File: config.mk
export PLATFORM = sky130hd
export DESIGN_NAME = rotary_encoder_with_click_lockout
export DESIGN_NICKNAME = d
export VERILOG_FILES = /design/src/hw/rtl/rec_pkg.sv /design/src/hw/rtl/rec_phase.sv /design/src/hw/rtl/rec_click.sv /design/src/hw/rtl/rotary_encoder_with_click_lockout.sv
export SDC_FILE = /design/constraint.sdc
export NUM_CORES = 1
export LEC_CHECK = 0
export ABC_CLOCK_PERIOD_IN_PS = 10900
export BUFFER_PORTS_ARGS = -buffer_cell sky130_fd_sc_hd__clkbuf_2
export CAP_MARGIN = 5
export CORE_MARGIN = 8
export CORE_UTILIZATION = 35
export CTS_BUF_LIST = sky130_fd_sc_hd__clkbuf_4 sky130_fd_sc_hd__clkbuf_8
export DETAILED_ROUTE_END_ITERATION = 10
export GPL_ROUTABILITY_DRIVEN = 0
export PLACE_DENSITY = 0.61
export SLEW_MARGIN = 15
export SYNTH_ARGS = -nofsm -noshare
export SYNTH_HDL_FRONTEND = slang
export SYNTH_HIERARCHICAL = 1
export SYNTH_SLANG_ARGS = --single-unit
export TNS_END_PERCENT = 50
File: constraint.sdc
create_clock -name clk -period 10.9 [get_ports clk]
set_input_delay 2.18 -clock clk [delete_from_list [all_inputs] [get_ports clk]]
set_output_delay 2.18 -clock clk [all_outputs]
set_load 0.02 [all_outputs]
File: src/hw/rtl/rec_pkg.sv
`timescale 1ns / 1ps

package rec_pkg;

	localparam int TIME_W    = 32;
	localparam int LOCKOUT_W = 16;
	localparam int PHASE_W   = 3;
	localparam int TURN_W    = 2;

	localparam logic [LOCKOUT_W-1:0] LOCKOUT_RESET = 16'd200;

	// detent phases
	localparam logic [PHASE_W-1:0] PH_IDLE     = 3'd0;
	localparam logic [PHASE_W-1:0] PH_CLK_LOW  = 3'd1;
	localparam logic [PHASE_W-1:0] PH_CLK_BOTH = 3'd2;
	localparam logic [PHASE_W-1:0] PH_CLK_REL  = 3'd3;
	localparam logic [PHASE_W-1:0] PH_DAT_LOW  = 3'd4;
	localparam logic [PHASE_W-1:0] PH_DAT_BOTH = 3'd5;
	localparam logic [PHASE_W-1:0] PH_DAT_REL  = 3'd6;

	// turn codes
	localparam logic [TURN_W-1:0] TURN_NONE = 2'd0;
	localparam logic [TURN_W-1:0] TURN_CLK  = 2'd1;
	localparam logic [TURN_W-1:0] TURN_DAT  = 2'd2;

endpackage

File: src/hw/rtl/rec_phase.sv
`timescale 1ns / 1ps

module rec_phase
	import rec_pkg::*;
(
	input  logic              clk,
	input  logic              arst_n,
	input  logic              adv,
	input  logic              clock_pin,
	input  logic              data_pin,
	output logic [TURN_W-1:0] turn
);

	logic [PHASE_W-1:0] phase_q;
	logic [PHASE_W-1:0] phase_nxt;

	always_comb begin
		turn      = TURN_NONE;
		phase_nxt = PH_IDLE;
		unique case (phase_q)
			PH_IDLE: begin
				if (!clock_pin)
					phase_nxt = PH_CLK_LOW;
				else if (!data_pin)
					phase_nxt = PH_DAT_LOW;
				else
					phase_nxt = PH_IDLE;
			end
			PH_CLK_LOW:  phase_nxt = data_pin ? PH_CLK_LOW : PH_CLK_BOTH;
			PH_CLK_BOTH: phase_nxt = clock_pin ? PH_CLK_REL : PH_CLK_BOTH;
			PH_CLK_REL: begin
				if (clock_pin && data_pin) begin
					turn      = TURN_CLK;
					phase_nxt = PH_IDLE;
				end else begin
					phase_nxt = PH_CLK_REL;
				end
			end
			PH_DAT_LOW:  phase_nxt = clock_pin ? PH_DAT_LOW : PH_DAT_BOTH;
			PH_DAT_BOTH: phase_nxt = data_pin ? PH_DAT_REL : PH_DAT_BOTH;
			PH_DAT_REL: begin
				if (clock_pin && data_pin) begin
					turn      = TURN_DAT;
					phase_nxt = PH_IDLE;
				end else begin
					phase_nxt = PH_DAT_REL;
				end
			end
			default: phase_nxt = PH_IDLE;
		endcase
	end

	always_ff @(posedge clk or negedge arst_n) begin
		if (!arst_n) begin
			phase_q <= PH_IDLE;
		end else if (adv) begin
			phase_q <= phase_nxt;
		end
	end

endmodule

File: src/hw/rtl/rec_click.sv
`timescale 1ns / 1ps

module rec_click
	import rec_pkg::*;
(
	input  logic                 clk,
	input  logic                 arst_n,
	input  logic                 adv,
	input  logic                 button_pin,
	input  logic [TIME_W-1:0]    time_ms,
	input  logic [LOCKOUT_W-1:0] lockout_ms,
	output logic                 click
);

	logic [TIME_W-1:0] last_click_q;
	logic              press_seen_q;
	logic              pressed;
	logic [TIME_W-1:0] elapsed;

	assign pressed = !button_pin;
	// wraps modulo 2^32
	assign elapsed = time_ms - last_click_q;
	assign click   = pressed && !press_seen_q && (elapsed > {16'd0, lockout_ms});

	always_ff @(posedge clk or negedge arst_n) begin
		if (!arst_n) begin
			last_click_q <= '0;
			press_seen_q <= 1'b0;
		end else if (adv) begin
			if (pressed && !press_seen_q) begin
				if (click) begin
					last_click_q <= time_ms;
					press_seen_q <= 1'b1;
				end
			end else begin
				press_seen_q <= pressed;
			end
		end
	end

endmodule

File: src/hw/rtl/rotary_encoder_with_click_lockout.sv
`timescale 1ns / 1ps

// Channel   Handshake              Word
// -------   --------------------   ------------------------------------------
// in        in_valid / in_stall    clock_pin, data_pin, button_pin, time_ms
// out       out_valid / out_stall  turn, click
// cfg       cfg_we                 cfg_wdata -> lockout_ms
//
// One sample word per clock while out is not stalled. A word is held in the input
// register, then the phase machine and click logic update and load the result register,
// which drives out_valid; a stall on out can keep a word in the input register between.
// A stall on out holds the result register and backs up into in_stall only
// when the input register is full too. Reset clears the phase, the click
// history, both valid flags and sets lockout_ms to 200.

module rotary_encoder_with_click_lockout
	import rec_pkg::*;
(
	input  logic                 clk,
	input  logic                 arst_n,
	input  logic                 in_valid,
	output logic                 in_stall,
	input  logic                 clock_pin,
	input  logic                 data_pin,
	input  logic                 button_pin,
	input  logic [TIME_W-1:0]    time_ms,
	output logic                 out_valid,
	input  logic                 out_stall,
	output logic [TURN_W-1:0]    turn,
	output logic                 click,
	input  logic                 cfg_we,
	input  logic [LOCKOUT_W-1:0] cfg_wdata
);

	logic [LOCKOUT_W-1:0] lockout_q;

	// input register
	logic                 valid_s1;
	logic                 clock_pin_s1;
	logic                 data_pin_s1;
	logic                 button_pin_s1;
	logic [TIME_W-1:0]    time_ms_s1;

	// result register
	logic                 out_valid_q;
	logic [TURN_W-1:0]    turn_q;
	logic                 click_q;

	logic                 stall_s1;
	logic                 adv;
	logic                 in_acc;
	logic [TURN_W-1:0]    turn_nxt;
	logic                 click_nxt;

	// the result register is free when empty or being drained this cycle
	assign stall_s1 = out_valid_q && out_stall;
	assign adv      = valid_s1 && !stall_s1;
	assign in_stall = valid_s1 && stall_s1;
	assign in_acc   = in_valid && !in_stall;

	always_ff @(posedge clk or negedge arst_n) begin
		if (!arst_n) begin
			lockout_q <= LOCKOUT_RESET;
		end else if (cfg_we) begin
			lockout_q <= cfg_wdata;
		end
	end

	always_ff @(posedge clk or negedge arst_n) begin
		if (!arst_n) begin
			valid_s1 <= 1'b0;
		end else if (in_acc) begin
			valid_s1 <= 1'b1;
		end else if (adv) begin
			valid_s1 <= 1'b0;
		end
	end

	always_ff @(posedge clk) begin
		if (in_acc) begin
			clock_pin_s1  <= clock_pin;
			data_pin_s1   <= data_pin;
			button_pin_s1 <= button_pin;
			time_ms_s1    <= time_ms;
		end
	end

	rec_phase u_phase (
		.clk       (clk),
		.arst_n    (arst_n),
		.adv       (adv),
		.clock_pin (clock_pin_s1),
		.data_pin  (data_pin_s1),
		.turn      (turn_nxt)
	);

	rec_click u_click (
		.clk        (clk),
		.arst_n     (arst_n),
		.adv        (adv),
		.button_pin (button_pin_s1),
		.time_ms    (time_ms_s1),
		.lockout_ms (lockout_q),
		.click      (click_nxt)
	);

	always_ff @(posedge clk or negedge arst_n) begin
		if (!arst_n) begin
			out_valid_q <= 1'b0;
		end else if (adv) begin
			out_valid_q <= 1'b1;
		end else if (!out_stall) begin
			out_valid_q <= 1'b0;
		end
	end

	always_ff @(posedge clk) begin
		if (adv) begin
			turn_q  <= turn_nxt;
			click_q <= click_nxt;
		end
	end

	assign out_valid = out_valid_q;
	assign turn      = turn_q;
	assign click     = click_q;

endmodule

==> results of run 1 <==
[logic make-up after synthesis]
logic type | share of synthesized area
AOI/OAI and AO/OA | 0.162
adders and majority gates | 0.104
buffers and inverters | 0.0564
xor gates and xnor gates | 0.0299
muxes | 0.100
DFF | 0.426
and+or+nand+nor | 0.121
[cell usage after synthesis (4+ instances only)]
library cell / n
sky130_fd_sc_hd__a211oi_1: 5
sky130_fd_sc_hd__a21boi_0: 4
sky130_fd_sc_hd__a21o_1: 13
sky130_fd_sc_hd__a21oi_1: 41
sky130_fd_sc_hd__a31oi_1: 8
sky130_fd_sc_hd__and2_1: 4
sky130_fd_sc_hd__buf_6: 4
sky130_fd_sc_hd__clkbuf_1: 9
sky130_fd_sc_hd__dfrtp_1: 51
sky130_fd_sc_hd__edfxtp_1: 38
sky130_fd_sc_hd__ha_1: 47
sky130_fd_sc_hd__inv_1: 57
sky130_fd_sc_hd__mux2_2: 36
sky130_fd_sc_hd__mux2_4: 10
sky130_fd_sc_hd__nand2_1: 41
sky130_fd_sc_hd__nand2b_1: 11
sky130_fd_sc_hd__nand3_1: 13
sky130_fd_sc_hd__nand4_1: 12
sky130_fd_sc_hd__nor2_1: 22
sky130_fd_sc_hd__nor3_1: 9
sky130_fd_sc_hd__nor4_1: 5
sky130_fd_sc_hd__o211a_1: 4
sky130_fd_sc_hd__o211ai_1: 7
sky130_fd_sc_hd__o21a_1: 8
sky130_fd_sc_hd__o21ai_0: 19
sky130_fd_sc_hd__xnor2_1: 11
sky130_fd_sc_hd__xor2_1: 9
[stage by stage]
stage / total power, uW / util / hold slack [ps] / instances
floorplan: 1090 / - / 443 / 561
global placement: 1240 / 0.385 / 452 / 827
detailed placement: 1260 / 0.385 / 478 / 827
CTS: 1460 / 0.395 / 488 / 843
global route: 1590 / 0.395 / 513 / 843
finish: 1460 / 0.395 / 485 / 843
[layout by cell type, fill, tap and decap left out, types with 12 or more instances in the layout]
| cell | n |
|---|---|
| sky130_fd_sc_hd__edfxtp_1 | 38 |
| sky130_fd_sc_hd__nand2_1 | 41 |
| sky130_fd_sc_hd__o21ai_0 | 19 |
| sky130_fd_sc_hd__a21o_1 | 13 |
| sky130_fd_sc_hd__clkbuf_2 | 60 |
| sky130_fd_sc_hd__nand4_1 | 12 |
| sky130_fd_sc_hd__nor2_1 | 22 |
| sky130_fd_sc_hd__mux2_2 | 36 |
| sky130_fd_sc_hd__inv_1 | 57 |
| sky130_fd_sc_hd__nand3_1 | 13 |
| sky130_fd_sc_hd__ha_1 | 47 |
| sky130_fd_sc_hd__dfrtp_1 | 51 |
| sky130_fd_sc_hd__a21oi_1 | 41 |
[per-layer routing]
layer	share of wire	vias up	routed length [um]
met2	0.46	133	5730
met5	0	-	0
met3	0.058	17	722
met4	0.016	0	203
met1	0.46	2072	5770
li1	-	2165	-
[final timing paths]
path                          startpoint                        to  slack (ps)  cells after the start
max in group asynchronous         arst_n  u_click/last_click_q[31]        8500                      2
hold / removal                  valid_s1                 out_valid         490                      1
hold reg to reg                 valid_s1                 out_valid         490                      1
min in group asynchronous         arst_n              lockout_q[8]        1920                      2
setup / recovery           time_ms_s1[9]  u_click/last_click_q[17]        4950                     19
setup reg to reg           time_ms_s1[9]  u_click/last_click_q[17]        4950                     19
[power groups by stage]
stage,Combinational (uW),Clock [uW],Sequential (uW)
after global placement,758,0,479
final,782,198,477
after floorplan,619,0,468
after CTS,777,209,477
after detailed placement,771,0,484
after global routing,884,221,488
[flip-flops by register name, summed over array words and instances (netlist names)]
signal                count
button_pin_s1             1
click                     1
clock_pin_s1              1
data_pin_s1               1
lockout_q                16
out_valid                 1
time_ms_s1               32
turn                      2
u_click/last_click_q     32
u_click/press_seen_q      1
u_phase/phase_q           3
valid_s1                  1
[area by class of cell]
type,count,share of cell area
clock inverter,6,0.00481
inverter,57,0.0329
timing repair buffer,63,0.0496
clock buffer,10,0.0202
sequential,92,0.384
tap,220,0.0423
multi-input combinational,395,0.466
==> results.yml, run 1 <==
status:
  status: "completed"
synth:
  yosysTopAreaCell: "sky130_fd_sc_hd__dfrtp_1"
  syn-instance-count: 561
  ys_warn_count: 6
  per_instance_average_area_after_synthesis_sq_um: 10.4
  number_of_enable_type_register_cells_in_the_synthesized_netlist: 38
  ys.flop_type: "sky130_fd_sc_hd__dfrtp_1"
  syn_nets: 665
  synth.cell_area_sq_um: 5860
  synthDistinctLibCells: 67
  post_synth_main_area_contributors: "sky130_fd_sc_hd__dfrtp_1, sky130_fd_sc_hd__edfxtp_1, sky130_fd_sc_hd__ha_1, sky130_fd_sc_hd__mux2_2, sky130_fd_sc_hd__inv_1"
  netlist.area_leader.share: 0.218
  ys_seq_area_frac: 0.426
  synth-async-reset-ratio: 0.587
  synth.ff_latch_count: 92
routing:
  wirelength_um: 12400
  pre_repair_dr_iteration_count: 4
  dr.first_iter.drc_count: 233
  remaining_drc_errors: 0
  drt-vias-per-instance: 5.20
  wl_per_cell_um: 14.7
  antenna_left: 0
  via_count: 4387
pwr:
  irDropWorstVdd_uv: 78.7
  clkPwrFrac: 0.136
  internal_power_uw: 853
  p_sw_frac: 0.415
  switchingPower_uw: 604
  static-leakage-power_uw: 0.00291
  seq_pwr_share: 0.328
  part_of_the_power_in_combinational_logic: 0.537
  power.density_cell_area_nw_per_um2: 224
sta:
  post-route-min-period_ps: 5950
  final_min_period_over_clock_period: 0.546
  relSlewSlack: 0.414
  setup_ws_ps: 4950
  tightestPinTransition_ps: 879
  grt_setup_unrepaired: "no"
  fmax_mhz: 168
  skew_ps: 15.4
  timing.final.hold_violations: 0
  fin_setup_tns_ps: 0
  final-setup-viol-count: 0
  slew_viol_final: 0
floorplanning:
  die_h_um: 145
  floorplan.initialDensity: 0.356
  rows: 47
  fp.dieArea_sq_um: 21100
  top_level_ports: 61
  dieWidth_um: 145
  core-area_sq_um: 16500
worst_setup_path:
  critPathMostFrequentCell: "sky130_fd_sc_hd__nand4_1"
  setup.worst_path.class: "reg -> reg"
  critical-path-max-stage-delay_ps: 790
  timing.critical_path.to_type: "flop"
  critPathSlowestCell: "sky130_fd_sc_hd__o311ai_4"
  path_delay_family: "compound AO/OA/AOI/OAI gates"
  timing.critical_path.cells: "ha_1 > and4_1 > a211oi_1 > nand2_1 > nor2_1 > o21ai_0 > xor2_1 > ha_1 > nand4_1 > nor2_1 > a221o_1 > o31a_1 > nor4_1 > nand4_1 > nor4_1 > nand4_1 > o311ai_4 > buf_4 > mux2_2"
  critPathLaunchType: "flop"
  crit_buf_inv: 1
  timing.critical_path.required_ps: 11160
  arrival_ps: 6220
  crit_path_max_fanout: 18
grt:
  wire_length_of_the_first_global_routing_pass_um: 21200
  track_usage: 0.121
  grt_util_met1: 0.148
  number_of_antenna_violations_at_the_first_check_in_global_routing: 0
  global_route.overflow_total: 0
  grt_most_used_layer: "met2"
  global_route.usage.met2: 0.201
  groute.layer.met3.usage: 0.0339
  grt_pass1_vias: 4453
  grt_start_max_net_pins: 55
final_layout:
  flow.area_growth_from_synthesis_pct: 11.0
  final-seq-area_sq_um: 2500
  finish.instance_area_sq_um: 6500
  fill_cells: 1648
  multi_input_area_sq_um: 3030
  final_net_count: 722
  drive_above_1_share: 0.215
  n_antenna_cell: 0
clock_network:
  cts_sinks: 92
  longest_clk_path_bufs: 2
  number_of_gates_resized_after_cts: 0
  tritoncts: "done"
  postCtsHoldBufs: 0
  clockRootBuffer: "sky130_fd_sc_hd__clkbuf_8"
  cts_htree_levels: 3
  post_cts_repair_timing_setup_buffer_count: 0
  clkLatencyLatePin_ps: 380
  cts_inserted_buffers: 9
  cts.reportedPaths.clkPinSlew_ps: 80
place:
  placement.io_buffers: 60
  place_ws_ps: 5010
  place.detailed.hpwl_um: 9650
  detailed_place.area_sq_um: 6340
run:
  cap_violations: 0
worst_hold_path:
  timing.hold.worst.class: "reg -> reg"
Note: power is estimated with default switching activity, not from simulation.
==> inputs of run 2 (changes only) <==
--- a/config.mk
+++ b/config.mk
@@ -5,7 +5,7 @@
 export SDC_FILE = /design/constraint.sdc
 export NUM_CORES = 1
 export LEC_CHECK = 0
-export ABC_CLOCK_PERIOD_IN_PS = 10900
+export ABC_CLOCK_PERIOD_IN_PS = 5400
 export BUFFER_PORTS_ARGS = -buffer_cell sky130_fd_sc_hd__clkbuf_2
 export CAP_MARGIN = 5
 export CORE_MARGIN = 8
@@ -13,7 +13,7 @@
 export CTS_BUF_LIST = sky130_fd_sc_hd__clkbuf_4 sky130_fd_sc_hd__clkbuf_8
 export DETAILED_ROUTE_END_ITERATION = 10
 export GPL_ROUTABILITY_DRIVEN = 0
-export PLACE_DENSITY = 0.61
+export PLACE_DENSITY = 0.63
 export SLEW_MARGIN = 15
 export SYNTH_ARGS = -nofsm -noshare
 export SYNTH_HDL_FRONTEND = slang
==> constraint.sdc (replaced) <==
create_clock -name clk -period 5.4 [get_ports clk]
set_input_delay 1.08 -clock clk [delete_from_list [all_inputs] [get_ports clk]]
set_output_delay 1.08 -clock clk [all_outputs]
set_load 0.02 [all_outputs]
==> run 2 against run 1 <==
Against the previous run: clock power grew to 2.5 times the previous value; combinational power grew 100%; flip-flop and latch count is the same; total power grew 110%; largest cell class unchanged; critical path depth is the same; non-clock buffer count grew 1.
==> results.yml, run 2 (same netlist as run 1, synthesis figures left out) <==
pwr:
  p_sw_frac: 0.407
  clkPwrFrac: 0.163
  switchingPower_uw: 1250
  static-leakage-power_uw: 0.00294
  total_power_uw: 3060
  irDropWorstVdd_uv: 139
  part_of_the_power_in_combinational_logic: 0.522
  internal_power_uw: 1820
  seq_pwr_share: 0.315
  power.density_cell_area_nw_per_um2: 464
worst_setup_path:
  worst_reg2reg_path_endpoint: "u_click/last_click_q[13]"
  timing.critical_path.required_ps: 5660
  path_delay_family: "simple AND/OR/NAND/NOR gates"
  critPathSlowestCell: "sky130_fd_sc_hd__ha_1"
  setup.worst_path.class: "reg -> reg"
  critPathMostFrequentCell: "sky130_fd_sc_hd__nand4_1"
  worst_r2r_startpoint: "time_ms_s1[9]"
  rrSetupSlack_ps: 300
  worstSetupStartpoint: "time_ms_s1[9]"
  crit_path_max_fanout: 21
  timing.critical_path.to_type: "flop"
  crit_buf_inv: 1
  timing.critical_path.cells: "ha_1 > and4_1 > a211oi_1 > nand2_1 > nor2_2 > o21ai_0 > xor2_1 > ha_1 > nand4_1 > nor2_1 > a221o_1 > o31a_1 > nor4_1 > nand4_1 > nor4_2 > nand4_1 > o311ai_4 > buf_12 > mux2_2"
  ff2ff_path_depth: 19
  crit_end: "u_click/last_click_q[13]"
  worstSetupPathDepth: 19
  critical-path-max-stage-delay_ps: 410
  critPathLaunchType: "flop"
  arrival_ps: 5370
clock_network:
  post_cts_repair_timing_setup_buffer_count: 0
  clockRootBuffer: "sky130_fd_sc_hd__clkbuf_8"
  cts.reportedPaths.clkPinSlew_ps: 80
  longest_clk_path_bufs: 2
  cts_inserted_buffers: 9
  tritoncts: "done"
  cts_sinks: 92
  clkLatencyLatePin_ps: 380
  cts_htree_levels: 3
sta:
  final_min_period_over_clock_period: 0.945
  slew_viol_final: 0
  fmax_mhz: 196
  timing.final.hold_violations: 0
  post-route-min-period_ps: 5100
  tightestPinTransition_ps: 907
  skew_ps: 9.26
  relSlewSlack: 0.396
  fin_setup_tns_ps: 0
  final-setup-viol-count: 0
floorplanning:
  die_h_um: 145
  floorplan.initialDensity: 0.356
  dieWidth_um: 145
  top_level_ports: 61
  rows: 47
  core-area_sq_um: 16500
  fp.dieArea_sq_um: 21100
routing:
  routed_length_on_met3_um: 729
  remaining_drc_errors: 0
  antenna_left: 0
  drt-vias-per-instance: 5.17
  pre_repair_dr_iteration_count: 5
  wl_per_cell_um: 14.9
  wl_met2_um: 5860
  dr.first_iter.drc_count: 216
  top_signal_layer_used: "met4"
  route.layer.met1.wl_um: 5750
  wirelength_um: 12600
  via_count: 4364
final_layout:
  layout_commonest_cell: "sky130_fd_sc_hd__clkbuf_2"
  final-seq-area_sq_um: 2500
  multi_input_area_sq_um: 3050
  drive_above_1_share: 0.224
  largest_registers_in_the_final_layout: "time_ms_s1: 32 flops, u_click/last_click_q: 32 flops, lockout_q: 16 flops"
  flow.area_growth_from_synthesis_pct: 12.6
  n_antenna_cell: 0
  most-common-layout-cells: "sky130_fd_sc_hd__clkbuf_2, sky130_fd_sc_hd__inv_1, sky130_fd_sc_hd__dfrtp_1, sky130_fd_sc_hd__ha_1, sky130_fd_sc_hd__nand2_1"
  final_net_count: 723
  fill_cells: 1641
place:
  place.detailed.hpwl_um: 9800
  placement.io_buffers: 60
worst_hold_path:
  timing.hold.worst.class: "reg -> reg"
grt:
  number_of_antenna_violations_at_the_first_check_in_global_routing: 0
  grt_start_max_net_pins: 55
  track_usage: 0.124
  grt_pass1_vias: 4602
  global_route.overflow_total: 0
  wire_length_of_the_first_global_routing_pass_um: 21800
status:
  status: "completed"
run:
  cap_violations: 0
[run 2: per-layer routing]
metal | GRT usage | vias to the layer above
li1 | - | 2175
met1 | 0.151 | 2055
met2 | 0.200 | 111
met3 | 0.0389 | 23
met4 | 0.0521 | 0
met5 | 0 | -
[run 2: through the flow]
stage | hold WS, ps | std cells | worst slack [ps] | instance area (sq um) | utilization
global placement | 454 | 828 | 190 | 6350 | 0.386
global route | 512 | 844 | -17.3 | 6600 | 0.401
floorplan | 443 | 561 | 801 | 5860 | -
finish | 486 | 844 | 296 | 6600 | 0.401
detailed placement | 471 | 828 | 95.1 | 6350 | 0.386
CTS | 489 | 844 | 49.0 | 6560 | 0.399
[run 2: cell type report]
cell class / instances / area share
inverters: 57 / 0.0324
repair buffers: 64 / 0.0525
flip-flops and latches: 92 / 0.378
multi-input cells: 395 / 0.462
clock inverters: 7 / 0.0138
clock buffers: 9 / 0.0188
well taps: 220 / 0.0417
[run 2: power groups by stage]
stage | Combinational (uW) | Clock [uW] | Sequential, uW
6_report | 1600 | 500 | 965
3_5_place_dp | 1570 | 0 | 981
3_3_place_gp | 1520 | 0 | 968
4_1_cts | 1580 | 520 | 966
5_1_grt | 1800 | 546 | 987
2_1_floorplan | 1250 | 0 | 945
[run 2: worst min path at each step]
stage / from / endpoint / slack, ps / cells after the start
2_1_floorplan: valid_s1 / out_valid / 440 / 1
6_report: valid_s1 / out_valid / 490 / 1
4_1_cts: valid_s1 / out_valid / 490 / 1
3_3_place_gp: valid_s1 / out_valid / 450 / 1
3_5_place_dp: valid_s1 / out_valid / 470 / 1
5_1_grt: valid_s1 / out_valid / 510 / 1
[run 2: repair_timing]
action	CTS	global route
setup endpoints to repair	0	32
gates resized for setup	0	9
hold buffers	0	0
